## config.mk

```make
export PLATFORM = sky130hd
export DESIGN_NAME = priority_ownership_arbiter_core
export DESIGN_NICKNAME = d
export VERILOG_FILES = /design/src/design/poa_pkg.sv /design/src/design/poa_in_stage.sv /design/src/design/poa_engine.sv /design/src/design/poa_out_stage.sv /design/src/design/priority_ownership_arbiter_core.sv
export SDC_FILE = /design/constraint.sdc
export NUM_CORES = 1
export LEC_CHECK = 0
export BUFFER_PORTS_ARGS = -buffer_cell sky130_fd_sc_hd__buf_2
export CAP_MARGIN = 20
export CORE_ASPECT_RATIO = 0.5
export CORE_UTILIZATION = 53
export CTS_CLUSTER_SIZE = 28
export DETAILED_ROUTE_END_ITERATION = 16
export PLACE_DENSITY = 0.76
export SLEW_MARGIN = 10
export SYNTH_ARGS = -nofsm -noshare
export SYNTH_HDL_FRONTEND = slang
export SYNTH_SLANG_ARGS = --single-unit
```

## constraint.sdc

```tcl
create_clock -name clk -period 3.6 [get_ports clk]
set_input_delay 0.54 -clock clk [delete_from_list [all_inputs] [get_ports clk]]
set_output_delay 0.54 -clock clk [all_outputs]
set_load 0.03 [all_outputs]
```

## src/design/poa_pkg.sv

```systemverilog
// shared types and constants for the priority ownership arbiter
`default_nettype none

package poa_pkg;

    localparam int MODULE_BITS = 16;
    localparam int HOLD_BITS   = 8;
    localparam int TYPE_BITS   = 3;
    localparam int STATUS_BITS = 2;

    localparam logic [HOLD_BITS-1:0] HOLD_RESET = 8'd20;

    localparam logic [TYPE_BITS-1:0] REQ_REQUEST  = 3'd0;
    localparam logic [TYPE_BITS-1:0] REQ_RELEASE  = 3'd1;
    localparam logic [TYPE_BITS-1:0] REQ_TICK     = 3'd2;
    localparam logic [TYPE_BITS-1:0] REQ_SUPPRESS = 3'd3;
    localparam logic [TYPE_BITS-1:0] REQ_ENABLE   = 3'd4;

    localparam logic [STATUS_BITS-1:0] ST_OK         = 2'd0;
    localparam logic [STATUS_BITS-1:0] ST_SUPPRESSED = 2'd1;
    localparam logic [STATUS_BITS-1:0] ST_HIGHER     = 2'd2;

    typedef logic [MODULE_BITS-1:0] module_id_t;
    typedef logic [HOLD_BITS-1:0]   hold_t;

    typedef struct packed {
        logic [TYPE_BITS-1:0] req_type;
        module_id_t           module_id;
    } item_t;

    typedef struct packed {
        logic [STATUS_BITS-1:0] status;
        module_id_t             current_owner;
        logic                   was_owner;
    } result_t;

endpackage

`default_nettype wire

```

## src/design/poa_in_stage.sv

```systemverilog
// input register stage holding one accepted request beat
`default_nettype none

module poa_in_stage (
    input  wire logic          clk,
    input  wire logic          rst_n,
    input  wire logic          in_valid,
    output logic               in_ready,
    input  wire poa_pkg::item_t in_item,
    output logic               item_valid,
    output poa_pkg::item_t     item,
    input  wire logic          advance
);
    import poa_pkg::*;

    logic  valid_reg;
    logic  valid_next;
    item_t item_reg;

    assign in_ready   = !valid_reg || advance;
    assign valid_next = (in_valid && in_ready) || (valid_reg && !advance);

    always_ff @(posedge clk or negedge rst_n)
    begin
        if (!rst_n)
        begin
            valid_reg <= 1'b0;
        end
        else
        begin
            valid_reg <= valid_next;
        end
    end

    always_ff @(posedge clk)
    begin
        if (in_valid && in_ready)
        begin
            item_reg <= in_item;
        end
    end

    assign item_valid = valid_reg;
    assign item       = item_reg;

endmodule

`default_nettype wire

```

## src/design/poa_engine.sv

```systemverilog
// ownership state and the per-beat arbitration logic
`default_nettype none

module poa_engine (
    input  wire logic             clk,
    input  wire logic             rst_n,
    input  wire logic             cfg_wr_en,
    input  wire poa_pkg::hold_t   cfg_wr_data,
    input  wire logic             fire,
    input  wire poa_pkg::item_t   item,
    output poa_pkg::result_t      result
);
    import poa_pkg::*;

    hold_t      hold_ticks_reg;
    module_id_t owner_reg;
    module_id_t owner_next;
    module_id_t mask_reg;
    module_id_t mask_next;
    hold_t      timer_reg;
    hold_t      timer_next;
    module_id_t lapsed_owner;
    logic [STATUS_BITS-1:0] status;
    module_id_t mod;

    assign mod = item.module_id;

    always_comb
    begin
        owner_next   = owner_reg;
        mask_next    = mask_reg;
        timer_next   = timer_reg;
        status       = ST_OK;
        lapsed_owner = (timer_reg == '0) ? '0 : owner_reg;
        unique case (item.req_type)
            REQ_REQUEST:
            begin
                if (mod == owner_reg)
                begin
                    timer_next = hold_ticks_reg;
                end
                else
                begin
                    owner_next = lapsed_owner;
                    if ((mask_reg & mod) != '0)
                    begin
                        status = ST_SUPPRESSED;
                    end
                    else if (mod < lapsed_owner)
                    begin
                        status = ST_HIGHER;
                    end
                    else if (mod > lapsed_owner)
                    begin
                        owner_next = mod;
                        timer_next = hold_ticks_reg;
                    end
                end
            end
            REQ_RELEASE:
            begin
                if (mod < owner_reg)
                begin
                    status = ST_HIGHER;
                end
                else
                begin
                    owner_next = '0;
                end
            end
            REQ_TICK:
            begin
                if (timer_reg != '0)
                begin
                    timer_next = timer_reg - hold_t'(1);
                end
            end
            REQ_SUPPRESS:
            begin
                if (owner_reg == mod)
                begin
                    owner_next = '0;
                end
                mask_next = mask_reg | mod;
            end
            REQ_ENABLE:
            begin
                mask_next = mask_reg & ~mod;
            end
            default:
            begin
            end
        endcase
    end

    assign result.status        = status;
    assign result.current_owner = owner_next;
    assign result.was_owner     = ((mask_reg & mod) == '0) && (mod == owner_reg);

    always_ff @(posedge clk or negedge rst_n)
    begin
        if (!rst_n)
        begin
            hold_ticks_reg <= HOLD_RESET;
            owner_reg      <= '0;
            mask_reg       <= '0;
            timer_reg      <= '0;
        end
        else
        begin
            if (cfg_wr_en)
            begin
                hold_ticks_reg <= cfg_wr_data;
            end
            if (fire)
            begin
                owner_reg <= owner_next;
                mask_reg  <= mask_next;
                timer_reg <= timer_next;
            end
        end
    end

endmodule

`default_nettype wire

```

## src/design/poa_out_stage.sv

```systemverilog
// result register toward the output channel
`default_nettype none

module poa_out_stage (
    input  wire logic             clk,
    input  wire logic             rst_n,
    input  wire logic             load,
    input  wire poa_pkg::result_t load_result,
    output logic                  can_load,
    output logic                  out_valid,
    input  wire logic             out_ready,
    output poa_pkg::result_t      out_result
);
    import poa_pkg::*;

    logic    valid_reg;
    logic    valid_next;
    result_t result_reg;

    assign can_load   = !valid_reg || out_ready;
    assign valid_next = load || (valid_reg && !out_ready);

    always_ff @(posedge clk or negedge rst_n)
    begin
        if (!rst_n)
        begin
            valid_reg <= 1'b0;
        end
        else
        begin
            valid_reg <= valid_next;
        end
    end

    always_ff @(posedge clk)
    begin
        if (load)
        begin
            result_reg <= load_result;
        end
    end

    assign out_valid  = valid_reg;
    assign out_result = result_reg;

endmodule

`default_nettype wire

```

## src/design/priority_ownership_arbiter_core.sv

```systemverilog
// top level of the priority ownership arbiter
//
// request beats (req_type, module_id) enter on in_valid/in_ready; every beat
// produces exactly one result beat (status, current_owner, was_owner) on
// out_valid/out_ready, in order.
// hold_ticks is written through cfg_wr_en/cfg_wr_data; the user must do so
// only while idle, the block does not enforce it. An accepted beat passes
// the input register, then the arbitration logic into the result register.
// throughput: one beat per cycle while out_ready is high; owner, mask and
// hold timer update in the same cycle that the result is loaded, so
// back-to-back beats see each other's effects.
// reset: no owner, nothing masked, hold timer zero, hold_ticks 20, both
// pipeline registers empty.
// stall: when out_ready is low the result register holds its beat, the input
// register then fills, and in_ready drops until the result beat is taken.
`default_nettype none

module priority_ownership_arbiter_core (
    input  wire logic                                  clk,
    input  wire logic                                  rst_n,
    input  wire logic                                  cfg_wr_en,
    input  wire logic [poa_pkg::HOLD_BITS-1:0]         cfg_wr_data,
    input  wire logic                                  in_valid,
    output logic                                       in_ready,
    input  wire logic [poa_pkg::TYPE_BITS-1:0]         req_type,
    input  wire logic [poa_pkg::MODULE_BITS-1:0]       module_id,
    output logic                                       out_valid,
    input  wire logic                                  out_ready,
    output logic [poa_pkg::STATUS_BITS-1:0]            status,
    output logic [poa_pkg::MODULE_BITS-1:0]            current_owner,
    output logic                                       was_owner
);
    import poa_pkg::*;

    item_t   in_item;
    item_t   item;
    logic    item_valid;
    logic    can_load;
    logic    fire;
    result_t result;
    result_t out_result;

    assign in_item.req_type  = req_type;
    assign in_item.module_id = module_id;
    assign fire              = item_valid && can_load;

    poa_in_stage u_in_stage (
        .clk        (clk),
        .rst_n      (rst_n),
        .in_valid   (in_valid),
        .in_ready   (in_ready),
        .in_item    (in_item),
        .item_valid (item_valid),
        .item       (item),
        .advance    (can_load)
    );

    poa_engine u_engine (
        .clk         (clk),
        .rst_n       (rst_n),
        .cfg_wr_en   (cfg_wr_en),
        .cfg_wr_data (cfg_wr_data),
        .fire        (fire),
        .item        (item),
        .result      (result)
    );

    poa_out_stage u_out_stage (
        .clk         (clk),
        .rst_n       (rst_n),
        .load        (fire),
        .load_result (result),
        .can_load    (can_load),
        .out_valid   (out_valid),
        .out_ready   (out_ready),
        .out_result  (out_result)
    );

    assign status        = out_result.status;
    assign current_owner = out_result.current_owner;
    assign was_owner     = out_result.was_owner;

endmodule

`default_nettype wire

```

==> flow_summary.toml <==
[outcome]
status = "complete, no violations"

[power_and_ir_drop]
pwr-share-seq_pct = 46.0
ir_drop_uv = 267
clkPwrFrac_pct = 34.7
p_leak_nw = 2.27
p_per_area_nw_per_um2 = 504
p_sw_share_pct = 28.8
p_sw_mw = 0.822
p_int_mw = 2.03
comb_power_share_pct = 19.3

[synth]
muxShareOfSynthArea_pct = 2.48
synth_common_cells = "a21oi_1 (65), dfrtp_1 (48), nand2_1 (48)"
syn_avg_cell_area_um2 = 10.5
ys_types = 50
yosysWarnings = 0
synth_area_leaders = "dfrtp_1 (25%), edfxtp_1 (24%), ha_1 (8.5%), a21oi_1 (6.7%), nand2_1 (3.7%)"
synth_cells = 464
synth_top_family_by_area = "compound AO/OA/AOI/OAI gates"
syn-num-nets = 529
synth_largest_area_cell = "dfrtp_1"
synth_xor_area_share_pct = 0
synth_seq_area_share_pct = 49.4
synth_most_common_cell = "a21oi_1"
synth_adder_area_share_pct = 8.51
synth_edf_count = 38
synth-main-ff-cell = "dfrtp_1"
synthArstFlopShare_pct = 56.8
syn_area_um2 = 4850
synth_compound_area_share_pct = 22.3
yosys.area_share.simple_pct = 12.2
ys_ff_latch = 88
synth_top_area_share_pct = 24.8

[flow_run]
cap_violations = 0

[clock_tree]
clk-insertion-delay-late_ns = 0.35
path_clk_slew_ns = 0.06
cts_tree = "done"
clock_sinks = 88
cts_buffer_depth = 2
cts-buffers-inserted = 9
root_buffer = "clkbuf_16"
h-tree-depth = 3

[routing]
vias = 4090
first_pass_iters = 5
drcViolationCount = 0
wire_per_inst_um = 18.9
wirelength_mm = 12.2
antenna_left = 0
drt_iter0_drc = 453
detail_route.vias_per_cell = 6.35

[timing]
setup_violations = 0
min_period_over_period_pct = 97.4
max_freq_ghz = 0.285
fin_hold_ws_ns = 0.183
period_needed_ns = 3.51
worst_slew_pin_slew_ns = 0.889
slew_viol_final = 0
hold_viol_final = 0
finalClockSkew_ns = 0.00620
slew-limit-headroom_pct = 40.7

[final_layout]
postLayoutCellArea_um2 = 5660
layout.cells.non_filler = 644
layout.nets = 587
area_growth_pct = 16.6
drive_gt1_share_pct = 21.3
antenna_cells = 0

[global_route]
overflow = 0
grtUsageTotal_pct = 26.9
grt_pass1_vias = 3900
grt_max_degree = 53
grt_pass1_wl_mm = 19.5
antenna_found_initial = 0

[setup_path]
crit_path_start_kind = "flop"
critPathArrivalTime_ns = 3.61
crit_required_ns = 3.70
end_kind = "flop"
critPathTopFamily = "compound AO/OA/AOI/OAI gates"
cpMaxStageDelayCell = "a2111o_1"
cpPeakStageDelay_ns = 0.44
worstSetupPathType = "flop to flop"
path_buf_inv = 3
crit_chain = "inv_1 > ha_1 > nor3b_2 > nand2_1 > buf_4 > nand2_1 > ha_1 > nand4_4 > a2111o_1 > a311oi_2 > buf_6 > o311ai_4 > a22o_1"
critPathMaxFanout = 9

[floorplan]
io_pins = 53
core_area_um2 = 8800
start_util_pct = 55.1
die_h_um = 69.7
dieArea_um2 = 9560
die_w_um = 137
rows = 24

[placement]
placed_area_um2 = 5290
dpl.hpwl_mm = 8.11
io_buffers = 52
place_inst = 626
gp_congestion = 0.895

[hold_path]
hold_path_class = "input port to asynchronous set/reset pin"
-- placed cells by master (no fill, tap or decap), drive strengths merged, types with 3 or more instances in the layout --
master	n
a211oi	16
a21oi	65
a221oi	4
a22o	20
a22oi	4
a31oi	17
buf	78
clkbuf	11
dfrtp	48
edfxtp	38
ha	33
inv	24
mux2	8
mux2i	3
nand2	48
nand3	7
nand4	9
nor2	9
nor2b	5
nor3	4
nor3b	3
nor4	19
o211a	3
o211ai	7
o21ai	11
-- layout make-up --
class / instances / area [um^2]
Fill cell: 702 / 3140
Sequential cell: 88 / 2390
Multi-Input combinational cell: 321 / 2250
Timing Repair Buffer: 78 / 459
Clock buffer: 11 / 233
Tap cell: 117 / 146
Inverter: 24 / 90.1
Clock inverter: 5 / 81.3
-- per-stage QoR --
step | util, % | setup TNS, ns | power (mW) | setup WS, ns
floorplan | - | 0 | 1.68 | 0.00649
global placement | 60.2 | 0 | 1.84 | 0.197
detailed placement | 60.2 | 0 | 1.86 | 0.0401
CTS | 63.7 | 0 | 2.85 | 0.0235
global route | 64.3 | -0.619 | 2.99 | -0.0637
finish | 64.3 | 0 | 2.85 | 0.0941
-- power by group through the flow --
stage | logic (mW) | registers [mW] | clock network, mW
detailed placement | 0.532 | 1.32 | 0
global placement | 0.514 | 1.32 | 0
global route | 0.618 | 1.33 | 1.04
CTS | 0.540 | 1.31 | 1.00
finish | 0.550 | 1.31 | 0.991
floorplan | 0.349 | 1.33 | 0
-- cells by family after synthesis --
family	after synthesis
flip-flops	88
AND/OR/NAND/NOR	114
AO/OA/AOI/OAI	162
multiplexers	11
buffers and inverters	56
adder cells (fa/ha/maj)	33
-- metal layers --
layer / up-vias / global-route usage, % / wire length [um]
met5: - / 0 / 0
met4: 0 / 9.52 / 226
li1: 1907 / - / -
met3: 25 / 6.29 / 952
met2: 204 / 40.9 / 5450
met1: 1954 / 37.5 / 5530
-- repair_timing --
item                                    in CTS  in global routing
endpoints found under the setup margin       3                 22
pin swaps                                    1                  1
buffers inserted                             0                  1
gates cloned                                 0                  1
hold buffers                                 0                  0
resized for setup                            0                  4
-- final timing paths --
path,slack [ns],cells after the start,from,end
min in group clk,0.37,1,module_id[15],u_in_stage.item[15]$_DFFE_PP_
hold reg to reg,0.49,1,u_in_stage.item_valid$_DFF_PN0_,u_out_stage.out_valid$_DFF_PN0_
max in group asynchronous,2.65,2,rst_n,asynchronous set/reset pin
hold / removal,0.18,1,rst_n,u_engine.owner_reg[6]$_DFFE_PN0P_
setup / recovery,0.09,13,u_engine.timer_reg[0]$_DFFE_PN0P_,u_out_stage.out_result[13]$_DFFE_PP_
setup reg to reg,0.09,13,u_engine.timer_reg[0]$_DFFE_PN0P_,u_out_stage.out_result[13]$_DFFE_PP_
Power figures use the tool's default switching activity.
